### src/rtl/scma_pkg.sv
// Shared types and constants for the six-channel moving average.
package scma_pkg;

  localparam int SMP_W      = 16;  // sample and mean width
  localparam int NCHAN      = 6;   // sensor channels per item
  localparam int Q_W        = 17;  // unsigned quotient magnitude, up to 32768
  localparam int WINDOW_DEF = 8;   // default window length

  typedef logic signed [SMP_W-1:0] sample_t;

  // Pipeline strobes shared by all lanes
  typedef struct packed {
    logic ld;      // item accepted: write history, read oldest entry
    logic mv1;     // stage 1 -> running sum
    logic mv2;     // running sum -> reciprocal multiply
    logic mv3;     // multiply -> remainder/correction stage
    logic old_ok;  // oldest entry has been written since reset
  } lane_ctl_t;

endpackage

### src/rtl/scma_ram.sv
// Generic single-clock RAM, one write and one registered read port.
module scma_ram #(
  parameter int WIDTH = scma_pkg::SMP_W,
  parameter int DEPTH = scma_pkg::WINDOW_DEF,
  localparam int AW   = $clog2(DEPTH)
) (
  input  logic             clk,
  input  logic             we,
  input  logic [AW-1:0]    waddr,
  input  logic [WIDTH-1:0] wdata,
  input  logic             re,
  input  logic [AW-1:0]    raddr,
  output logic [WIDTH-1:0] rdata
);

  logic [WIDTH-1:0] mem [DEPTH];

  // Read returns the old contents on a same-address write
  always_ff @(posedge clk) begin
    if (we) begin
      mem[waddr] <= wdata;
    end
    if (re) begin
      rdata <= mem[raddr];
    end
  end

endmodule

### src/rtl/scma_div.sv
// Pipelined signed divide by the window length, truncating toward zero.
module scma_div #(
  parameter int WINDOW  = scma_pkg::WINDOW_DEF,
  localparam int SLOT_W = $clog2(WINDOW),
  localparam int SUM_W  = scma_pkg::SMP_W + SLOT_W
) (
  input  logic                    clk,
  input  logic                    en_in,
  input  logic                    en_mid,
  input  logic signed [SUM_W-1:0] sum,
  output scma_pkg::sample_t       quot
);
  import scma_pkg::*;

  localparam int MAG_W = SUM_W;
  localparam int REM_W = SLOT_W + 2;
  // floor(2^MAG_W / WINDOW); estimate is low by at most one
  localparam logic [MAG_W-1:0] RECIP = MAG_W'((64'd1 << MAG_W) / WINDOW);

  logic [MAG_W-1:0]   mag_in;
  logic               neg3;
  logic [MAG_W-1:0]   mag3;
  logic [2*MAG_W-1:0] prod3;
  logic [Q_W-1:0]     q0;
  logic [MAG_W-1:0]   qw;
  logic [MAG_W-1:0]   rem_full;
  logic               neg4;
  logic [Q_W-1:0]     q4;
  logic [REM_W-1:0]   rem4;
  logic [Q_W-1:0]     q_fix;

  assign mag_in = sum[SUM_W-1] ? MAG_W'(-sum) : MAG_W'(sum);

  always_ff @(posedge clk) begin
    if (en_in) begin
      neg3  <= sum[SUM_W-1];
      mag3  <= mag_in;
      prod3 <= (2*MAG_W)'(mag_in) * (2*MAG_W)'(RECIP);
    end
  end

  assign q0       = prod3[MAG_W +: Q_W];
  assign qw       = MAG_W'(q0) * MAG_W'(WINDOW);
  assign rem_full = mag3 - qw;

  always_ff @(posedge clk) begin
    if (en_mid) begin
      neg4 <= neg3;
      q4   <= q0;
      rem4 <= rem_full[REM_W-1:0];
    end
  end

  // Remainder below 2*WINDOW: one correction step
  assign q_fix = q4 + Q_W'(rem4 >= REM_W'(WINDOW));
  assign quot  = neg4 ? SMP_W'(-q_fix) : SMP_W'(q_fix);

endmodule

### src/rtl/scma_lane.sv
// One channel: sample history, running window sum and mean divider.
module scma_lane #(
  parameter int WINDOW  = scma_pkg::WINDOW_DEF,
  localparam int SLOT_W = $clog2(WINDOW)
) (
  input  logic                  clk,
  input  logic                  rst,
  input  scma_pkg::lane_ctl_t   ctl,
  input  logic [SLOT_W-1:0]     slot,
  input  scma_pkg::sample_t     smp_in,
  output scma_pkg::sample_t     avg
);
  import scma_pkg::*;

  localparam int SUM_W = SMP_W + SLOT_W;

  sample_t                  smp1;
  sample_t                  old_raw;
  logic signed [SUM_W-1:0]  old_ext;
  logic signed [SUM_W-1:0]  acc;
  logic signed [SUM_W-1:0]  acc_next;

  scma_ram #(
    .WIDTH(SMP_W),
    .DEPTH(WINDOW)
  ) u_hist (
    .clk  (clk),
    .we   (ctl.ld),
    .waddr(slot),
    .wdata(smp_in),
    .re   (ctl.ld),
    .raddr(slot),
    .rdata(old_raw)
  );

  always_ff @(posedge clk) begin
    if (ctl.ld) begin
      smp1 <= smp_in;
    end
  end

  // Never-written entries count as zero
  assign old_ext  = ctl.old_ok ? SUM_W'(old_raw) : '0;
  assign acc_next = acc + SUM_W'(smp1) - old_ext;

  always_ff @(posedge clk) begin
    if (rst) begin
      acc <= '0;
    end else if (ctl.mv1) begin
      acc <= acc_next;
    end
  end

  scma_div #(
    .WINDOW(WINDOW)
  ) u_div (
    .clk   (clk),
    .en_in (ctl.mv2),
    .en_mid(ctl.mv3),
    .sum   (acc),
    .quot  (avg)
  );

endmodule

### src/rtl/six_channel_moving_average.sv
// Six-channel boxcar moving average, top level.
//
// Usage:
//   Input channel: in_valid/in_ready carry one item of six signed 16-bit
//   samples (three accelerometer axes, three gyro rates). Output channel:
//   out_valid/out_ready carry the six window means, truncated toward zero.
//   Exactly one result item per input item, in order.
// Path: an accepted item passes the history read at the accept edge, then
//   the running sum, reciprocal multiply, remainder correction and output
//   register, where it raises out_valid and holds it until taken.
// Throughput: one item per cycle if out_ready keeps up. With running sums, an item
//   costs one history RAM write/read at the same slot plus one add/subtract.
// Reset: sums, slot pointer and per-slot written flags clear at once; the
//   history RAMs are not swept, unwritten slots read as zero. No wait
//   after reset.
// Stall: each stage advances only into a free or emptying stage, so bubbles
//   close up; with five items in flight and out_ready low, in_ready drops.
module six_channel_moving_average #(
  parameter int WINDOW = scma_pkg::WINDOW_DEF
) (
  input  logic              clk,
  input  logic              rst,
  input  logic              in_valid,
  output logic              in_ready,
  input  scma_pkg::sample_t accel_x,
  input  scma_pkg::sample_t accel_y,
  input  scma_pkg::sample_t accel_z,
  input  scma_pkg::sample_t rate_roll,
  input  scma_pkg::sample_t rate_pitch,
  input  scma_pkg::sample_t rate_yaw,
  output logic              out_valid,
  input  logic              out_ready,
  output scma_pkg::sample_t avg_accel_x,
  output scma_pkg::sample_t avg_accel_y,
  output scma_pkg::sample_t avg_accel_z,
  output scma_pkg::sample_t avg_rate_roll,
  output scma_pkg::sample_t avg_rate_pitch,
  output scma_pkg::sample_t avg_rate_yaw
);
  import scma_pkg::*;

  localparam int SLOT_W = $clog2(WINDOW);

  // Stage valids: 1 = history read, 2 = sum, 3 = multiply, 4 = correction
  logic              v1, v2, v3, v4;
  logic              rdy_out, rdy4, rdy3, rdy2;
  logic              ld, mv1, mv2, mv3, mv4;
  logic [SLOT_W-1:0] slot;
  logic [SLOT_W-1:0] slot_next;
  logic [WINDOW-1:0] hist_valid;   // slot written since reset
  logic              old_ok;
  lane_ctl_t         ctl;
  sample_t           smp_in [NCHAN];
  sample_t           lane_avg [NCHAN];
  sample_t           avg_q [NCHAN];

  // Ready chain: a stage can take an item when empty or moving on
  assign rdy_out  = !out_valid || out_ready;
  assign rdy4     = !v4 || rdy_out;
  assign rdy3     = !v3 || rdy4;
  assign rdy2     = !v2 || rdy3;
  assign in_ready = !v1 || rdy2;

  assign ld  = in_valid && in_ready;
  assign mv1 = v1 && rdy2;
  assign mv2 = v2 && rdy3;
  assign mv3 = v3 && rdy4;
  assign mv4 = v4 && rdy_out;

  assign slot_next = (slot == SLOT_W'(WINDOW - 1)) ? '0 : slot + 1'b1;

  always_ff @(posedge clk) begin
    if (rst) begin
      v1         <= 1'b0;
      v2         <= 1'b0;
      v3         <= 1'b0;
      v4         <= 1'b0;
      out_valid  <= 1'b0;
      slot       <= '0;
      hist_valid <= '0;
      old_ok     <= 1'b0;
    end else begin
      v1        <= ld  || (v1 && !mv1);
      v2        <= mv1 || (v2 && !mv2);
      v3        <= mv2 || (v3 && !mv3);
      v4        <= mv3 || (v4 && !mv4);
      out_valid <= mv4 || (out_valid && !out_ready);
      if (ld) begin
        slot             <= slot_next;
        hist_valid[slot] <= 1'b1;
        old_ok           <= hist_valid[slot];
      end
    end
  end

  assign ctl = '{ld: ld, mv1: mv1, mv2: mv2, mv3: mv3, old_ok: old_ok};

  assign smp_in[0] = accel_x;
  assign smp_in[1] = accel_y;
  assign smp_in[2] = accel_z;
  assign smp_in[3] = rate_roll;
  assign smp_in[4] = rate_pitch;
  assign smp_in[5] = rate_yaw;

  for (genvar c = 0; c < NCHAN; c++) begin : g_lane
    scma_lane #(
      .WINDOW(WINDOW)
    ) u_lane (
      .clk   (clk),
      .rst   (rst),
      .ctl   (ctl),
      .slot  (slot),
      .smp_in(smp_in[c]),
      .avg   (lane_avg[c])
    );
  end

  // Merge: all six lane means land in one output register
  always_ff @(posedge clk) begin
    if (mv4) begin
      avg_q <= lane_avg;
    end
  end

  assign avg_accel_x    = avg_q[0];
  assign avg_accel_y    = avg_q[1];
  assign avg_accel_z    = avg_q[2];
  assign avg_rate_roll  = avg_q[3];
  assign avg_rate_pitch = avg_q[4];
  assign avg_rate_yaw   = avg_q[5];

  // Slot pointer steps once per accepted item and wraps at the window end
  a_slot_step: assert property (@(posedge clk) disable iff (rst)
    ld |=> slot == (($past(slot) == SLOT_W'(WINDOW - 1)) ? '0 : $past(slot) + 1'b1))
    else $error("slot pointer did not advance correctly");

  // A written slot is flagged so later reads use its contents
  a_slot_flag: assert property (@(posedge clk) disable iff (rst)
    ld |=> hist_valid[$past(slot)])
    else $error("written history slot not flagged");

  // A finished item moves into an empty output register at once
  a_out_load: assert property (@(posedge clk) disable iff (rst)
    (v4 && !out_valid) |=> out_valid)
    else $error("result not loaded into output register");

  // An empty pipeline never refuses an item
  a_empty_ready: assert property (@(posedge clk) disable iff (rst)
    (!v1 && !v2 && !v3 && !v4 && !out_valid) |-> in_ready)
    else $error("empty pipeline not ready");

endmodule

### config.mk
export PLATFORM = sky130hd
export DESIGN_NAME = six_channel_moving_average
export DESIGN_NICKNAME = d
export VERILOG_FILES = /design/src/rtl/scma_pkg.sv /design/src/rtl/scma_ram.sv /design/src/rtl/scma_div.sv /design/src/rtl/scma_lane.sv /design/src/rtl/six_channel_moving_average.sv
export SDC_FILE = /design/constraint.sdc
export NUM_CORES = 2
export LEC_CHECK = 0
export BUFFER_PORTS_ARGS = -buffer_cell sky130_fd_sc_hd__buf_2
export CORE_MARGIN = 1.5
export CORE_UTILIZATION = 35
export CTS_CLUSTER_DIAMETER = 200
export DETAILED_ROUTE_END_ITERATION = 7
export MAX_ROUTING_LAYER = met4
export PLACE_DENSITY = 0.55
export SYNTH_ARGS = -nofsm -noshare
export SYNTH_HDL_FRONTEND = slang
export SYNTH_HIERARCHICAL = 1
export SYNTH_SLANG_ARGS = --single-unit
### constraint.sdc
create_clock -name clk -period 11.12 [get_ports clk]
set_input_delay 1.112 -clock clk [delete_from_list [all_inputs] [get_ports clk]]
set_output_delay 1.112 -clock clk [all_outputs]
set_load 0.05 [all_outputs]
After elaboration in Yosys (flattened, before gate mapping). Memories as Yosys holds them, arrays and structs flattened. A register that Yosys moved wholly into a read port is not among the register bits. Index checks and enable logic that the tools add are counted.

Add/sub/neg operators: 37. Equality and inequality tests: 1. Bitwise gates (word level): 1. Order comparisons: 8. Reduce and logical (&&, ||, !) cells: 31. Multiplexer cells: 25.

Operators by type and width (number): $add 19x16->19 (6); $mux 19 (6); $neg 19->19 (6); $sub 19x19->19 (6); $mux 18 (6); $add 16x1->16 (6); $mux 16 (6); $neg 16->16 (6); $ge 5x4->1 const B (6); $sub 5x5->5 (6); $logic_and 1x1->1 (11); $logic_not 1->1 (10); $logic_or 1x1->1 (10); $or 8x8->8 (1); $lt 3x4->1 const B (1); $mux 1 (4); $add 3x1->3 const B (1); $bmux 1 s3 (1); $demux 1 s3 (1); $eq 3x3->1 const B (1); $ge 3x1->1 const B (1); $mux 3 (1).

Output and inout port bits: 98. Memories kept: 6. Input port bits: 100. Register bits: 575. RAM bits: 768.

Memories: g_lane[0].u_lane.u_hist.mem (depth 8, bits a word 16, read ports 1, clocked after memory_dff 1, wr ports 1, RTL line scma_ram.sv:16) `logic [WIDTH-1:0] mem [DEPTH];`; g_lane[1].u_lane.u_hist.mem (depth 8, bits a word 16, read ports 1, clocked after memory_dff 1, wr ports 1, RTL line scma_ram.sv:16); g_lane[2].u_lane.u_hist.mem (depth 8, bits a word 16, read ports 1, clocked after memory_dff 1, wr ports 1, RTL line scma_ram.sv:16); g_lane[3].u_lane.u_hist.mem (depth 8, bits a word 16, read ports 1, clocked after memory_dff 1, wr ports 1, RTL line scma_ram.sv:16); g_lane[4].u_lane.u_hist.mem (depth 8, bits a word 16, read ports 1, clocked after memory_dff 1, wr ports 1, RTL line scma_ram.sv:16); g_lane[5].u_lane.u_hist.mem (depth 8, bits a word 16, read ports 1, clocked after memory_dff 1, wr ports 1, RTL line scma_ram.sv:16).

Logic depth before layout (Yosys ltp).
Depth in word-level cells: 9. Depth in mapped cells: 14.

Hierarchy. The synthesis kept the hierarchy.

Modules (own cells, without submodules): scma_ram (cells an instance 214, area each 5454.0 sq um, seq. area each 4324.1 sq um, times used 6); scma_div at g_lane[0].u_lane.u_div ... (cells an instance 190, area each 2120.8 sq um, seq. area each 1021.0 sq um, times used 5); scma_lane at g_lane[2].u_lane ... (cells an instance 318, area each 2819.0 sq um, seq. area each 860.8 sq um, times used 3); scma_lane at g_lane[0].u_lane ... (cells an instance 334, area each 2971.6 sq um, seq. area each 860.8 sq um, times used 2); six_channel_moving_average (cells an instance 171, area each 3621.0 sq um, seq. area each 3223.1 sq um, times used 1); scma_lane at g_lane[5].u_lane (cells an instance 322, area each 2822.7 sq um, seq. area each 860.8 sq um, times used 1); scma_div at g_lane[5].u_lane.u_div (cells an instance 237, area each 2432.3 sq um, seq. area each 1021.0 sq um, times used 1).

Worst setup path after synthesis. No wires, ideal clock.

Path kind: input-to-reg. Start point: in out_ready. End point: reg g_lane[0].u_lane.u_div.neg4, enable pin. Path buffers: 0. Stages on the path: 2. Data arrival time: 8571 ps. Setup slack: 1830 ps. Cells stage by stage: nor2b_1 > a21boi_0.

Longest elaborated chain between the ends: 3.

Ends and longest elaborated chain: start, declared (RTL line six_channel_moving_average.sv:32) `input logic out_ready,`; $logic_or 1x1->1 (RTL line six_channel_moving_average.sv:58) `assign rdy_out = !out_valid || out_ready;`; $logic_or 1x1->1 (RTL line six_channel_moving_average.sv:59) `assign rdy4 = !v4 || rdy_out;`; $logic_and 1x1->1 (RTL line six_channel_moving_average.sv:67) `assign mv3 = v3 && rdy4;`; net mv3 (RTL line six_channel_moving_average.sv:47) `logic ld, mv1, mv2, mv3, mv4;`; end signal, assigned (RTL line scma_div.sv:48) `neg4 <= neg3;`; end, declared (RTL line scma_div.sv:27) `logic neg4;`.

The timed path passes the listed nets, and every way through them passes these cells. A chain may end at the register's enable or synchronous reset.

==> impl_metrics.csv <==
group,metric,value,unit
critical_path,start_kind,"flop",
global_routing,grt_overflow_total,0,
cts,htree_levels,4,
synth,post-synth-top-area-cell,"edfxtp_1",
cts,clock_latency,0.81,ns
die,start_util,35.4,%
final_layout,fillCellCount,17400,
final_layout,final-instance-count-excl-fill,7448,
cts,cts_root_buffer,"clkbuf_16",
critical_path,crit_type,"flop to flop",
cts,postCtsHoldBufs,0,
sta,hold-worst-slack,0.406,ns
drt,wl_per_cell,18.7,µm
global_routing,track_usage,14.9,%
placed_design,portBuffers,197,
critical_path,crit_required,11.66,ns
synth,synth_top_flop_cell,"edfxtp_1",
sta,relSlewSlack,24.5,%
min_path,hp-class,"flop to flop",
sta,finClkSkew,0.0312,ns
drt,drt_iter0_drc,1987,
global_routing,grt_pass1_vias,37300,
outcome,status,"finished clean",
synth,synth_cell_types,99,
cts,post_cts_buffers,0,
sta,finalSetupViolCount,0,
die,dieArea,0.193,mm²
power_and_ir_drop,power_density,194,mW/mm²
synth,synth_warnings,6,
final_layout,nNetsFinal,5170,
placed_design,place_inst,7161,
global_routing,grt_pass1_wl,217000,µm
synth,synth_area,0.0666,mm²
power_and_ir_drop,vdd_drop_max,0.000139,V
drt,viasPerCell,4.90,
synth,synth-seq-cells,1391,
power_and_ir_drop,p_leak,0.0266,µW
placed_design,hpwlAfterDp,94100,µm
sta,slew_violations,0,
sta,rsz0062_at_grt,"no",
die,die_x,439,µm
final_layout,syn_to_final_growth,13.2,%
global_routing,grt_max_degree,138,
synth,yosysMostFrequentCell,"edfxtp_1",
critical_path,path_max_fanout,62,
cts,path_clk_slew,0.06,ns
cts,cts_tree,"yes",
sta,worst_pin_slew,1.13,ns
drt,ant_nets,0,
die,coreArea,0.188,mm²
cts,cts.path.max_buffers,3,
sta,finalCritPeriodShare,37.9,%
power_and_ir_drop,finalPower,14600,µW
synth,synth_commonest_cells,"edfxtp_1 (1260), inv_1 (456), xnor2_1 (258)",
synth,synth_fp_nets,4934,
final_layout,drive_above_1_share,15.3,%
drt,drc,0,
die,num_rows,159,
cts,post_cts_resized,0,
critical_path,end_kind,"flop",
sta,finalSetupTns,0,ns
die,pin_count,198,
die,die_height,439,µm
synth,synth.avg_cell_area,14.5,µm²
global_routing,antenna_found_initial,8,
critical_path,cp.arrival,4.76,ns
synth,synthArstFlopShare,0,%
synth,synth_edf_count,1260,
drt,dr.pass1.iters,5,
sta,min_period,4.22,ns
sta,fmax,0.237,GHz
sta,finalHoldViolCount,0,
drt,vias,36500,
synth,yosysSeqAreaShare,60.7,%
synth,syn_inst,4586,
flow_run,maxCapViolations,0,
synth,yosysTopAreaCellShare,56.8,%
synth,synth_area_leaders,"edfxtp_1 (57%), mux4_1 (6.6%), dfxtp_1 (3.9%)",
cts,cts_sinks,1391,
placed_design,finalWeightedCongestion,0.849,
cts,cts_made_buffers,154,
drt,drt_wl_total,139000,µm
-- flip-flops by register name, summed over array words and instances, names as in the netlist, 3 cells and up --
register,count
g_lane.u_lane/u_hist/mem,768
g_lane.u_lane/acc,114
g_lane.u_lane/smp1,96
g_lane.u_lane/u_div/prod3,96
g_lane.u_lane/u_div/q4,96
g_lane.u_lane/u_hist/rdata,96
avg_accel_x,16
avg_accel_y,16
avg_accel_z,16
avg_rate_pitch,16
avg_rate_roll,16
avg_rate_yaw,16
hist_valid,8
g_lane.u_lane/u_div/neg3,6
g_lane.u_lane/u_div/neg4,6
slot,3
-- routing by layer --
metal / GRT usage [%] / share of wire, % / vias to the layer above
met5: - / 0 / -
met2: 25.1 / 50 / 549
met4: 4.62 / 2.7 / 0
li1: - / - / 17700
met3: 2.50 / 3.4 / 218
met1: 18.3 / 44 / 18100
-- per-stage QoR --
step	setup slack, ns	cell area (µm²)	utilization [%]
2_1_floorplan	1.83	66600	-
3_5_place_dp	6.82	70300	37.3
6_report	6.90	75400	40.0
3_3_place_gp	6.85	70300	37.3
5_1_grt	6.67	75400	40.0
4_1_cts	6.79	75400	40.0
-- power breakdown --
group / switching, µW / total (µW) / internal, µW / leakage (µW)
sequential: 265 / 6320 / 6060 / 0.0127
combinational: 1810 / 3170 / 1360 / 0.0115
clock: 2120 / 5100 / 2980 / 0.00247
-- cells in the final DEF (no fill, tap or decap), types with 20 or more instances in the layout --
| cell | instances |
|---|---|
| and2_1 | 103 |
| nand4_1 | 47 |
| nor3b_1 | 20 |
| fa_1 | 108 |
| and3_1 | 45 |
| edfxtp_1 | 1260 |
| mux2i_1 | 68 |
| nor2_1 | 237 |
| nor3_1 | 46 |
| dfxtp_1 | 127 |
| a21o_1 | 39 |
| nand2b_1 | 74 |
| o311ai_1 | 26 |
| ha_1 | 140 |
| xnor2_1 | 258 |
| o31ai_1 | 42 |
| o21ai_0 | 57 |
| a211oi_1 | 23 |
| clkinv_2 | 32 |
| o21ai_1 | 38 |
| o22ai_1 | 38 |
| inv_1 | 456 |
| or3_1 | 35 |
| o211ai_1 | 22 |
| clkbuf_1 | 27 |
| xor2_1 | 54 |
| buf_2 | 196 |
| mux4_2 | 26 |
| clkbuf_16 | 157 |
| buf_4 | 65 |
| clkinv_1 | 23 |
| nand2_1 | 211 |
| nand3_1 | 55 |
| a21oi_1 | 130 |
| mux2_2 | 108 |
| mux4_1 | 168 |
-- logic make-up (layout without fill, tap and decap cells) --
logic type      count (synthesis)  after routing  share of synthesized area [%]
compound gates                592            592                           6.24
xor+xnor                      312            312                           4.10
flops                        1391           1391                           60.7
fa+ha+maj                     248            248                           5.88
buf+inv                       640           1002                           4.13
mux                           372            372                           10.4
other cells                     6             11                         0.0338
simple gates                 1025           1025                           8.47
-- path summary, 6_finish.rpt --
kind / cells after the start / slack (ns) / from / end
hold reg to reg: 0 / 0.41 / g_lane[1].u_lane/u_div/neg3 / g_lane[1].u_lane/u_div/neg4
hold / removal: 0 / 0.41 / g_lane[1].u_lane/u_div/neg3 / g_lane[1].u_lane/u_div/neg4
setup / recovery: 4 / 6.90 / slot[0] / g_lane[5].u_lane/u_hist/rdata[2]
setup reg to reg: 4 / 6.90 / slot[0] / g_lane[5].u_lane/u_hist/rdata[2]
-- final cells by class --
cell class	instances	area [µm²]	share of cell area, %
clock buffers	184	4030	5.34
repair buffers	264	1520	2.02
flip-flops and latches	1391	40500	53.7
diodes	5	12.5	0.0166
multi-input cells	2555	23500	31.2
clock inverters	98	1050	1.39
inverters	456	1710	2.27
well taps	2495	3120	4.14
-- worst max-delay path, stage by stage (launching register included) --
cell and delay (ns):
dfxtp_4 1.05, buf_4 0.93, buf_4 0.82, mux4_1 0.72
mux2_2 0.29
(Power assumes the default switching activity.)
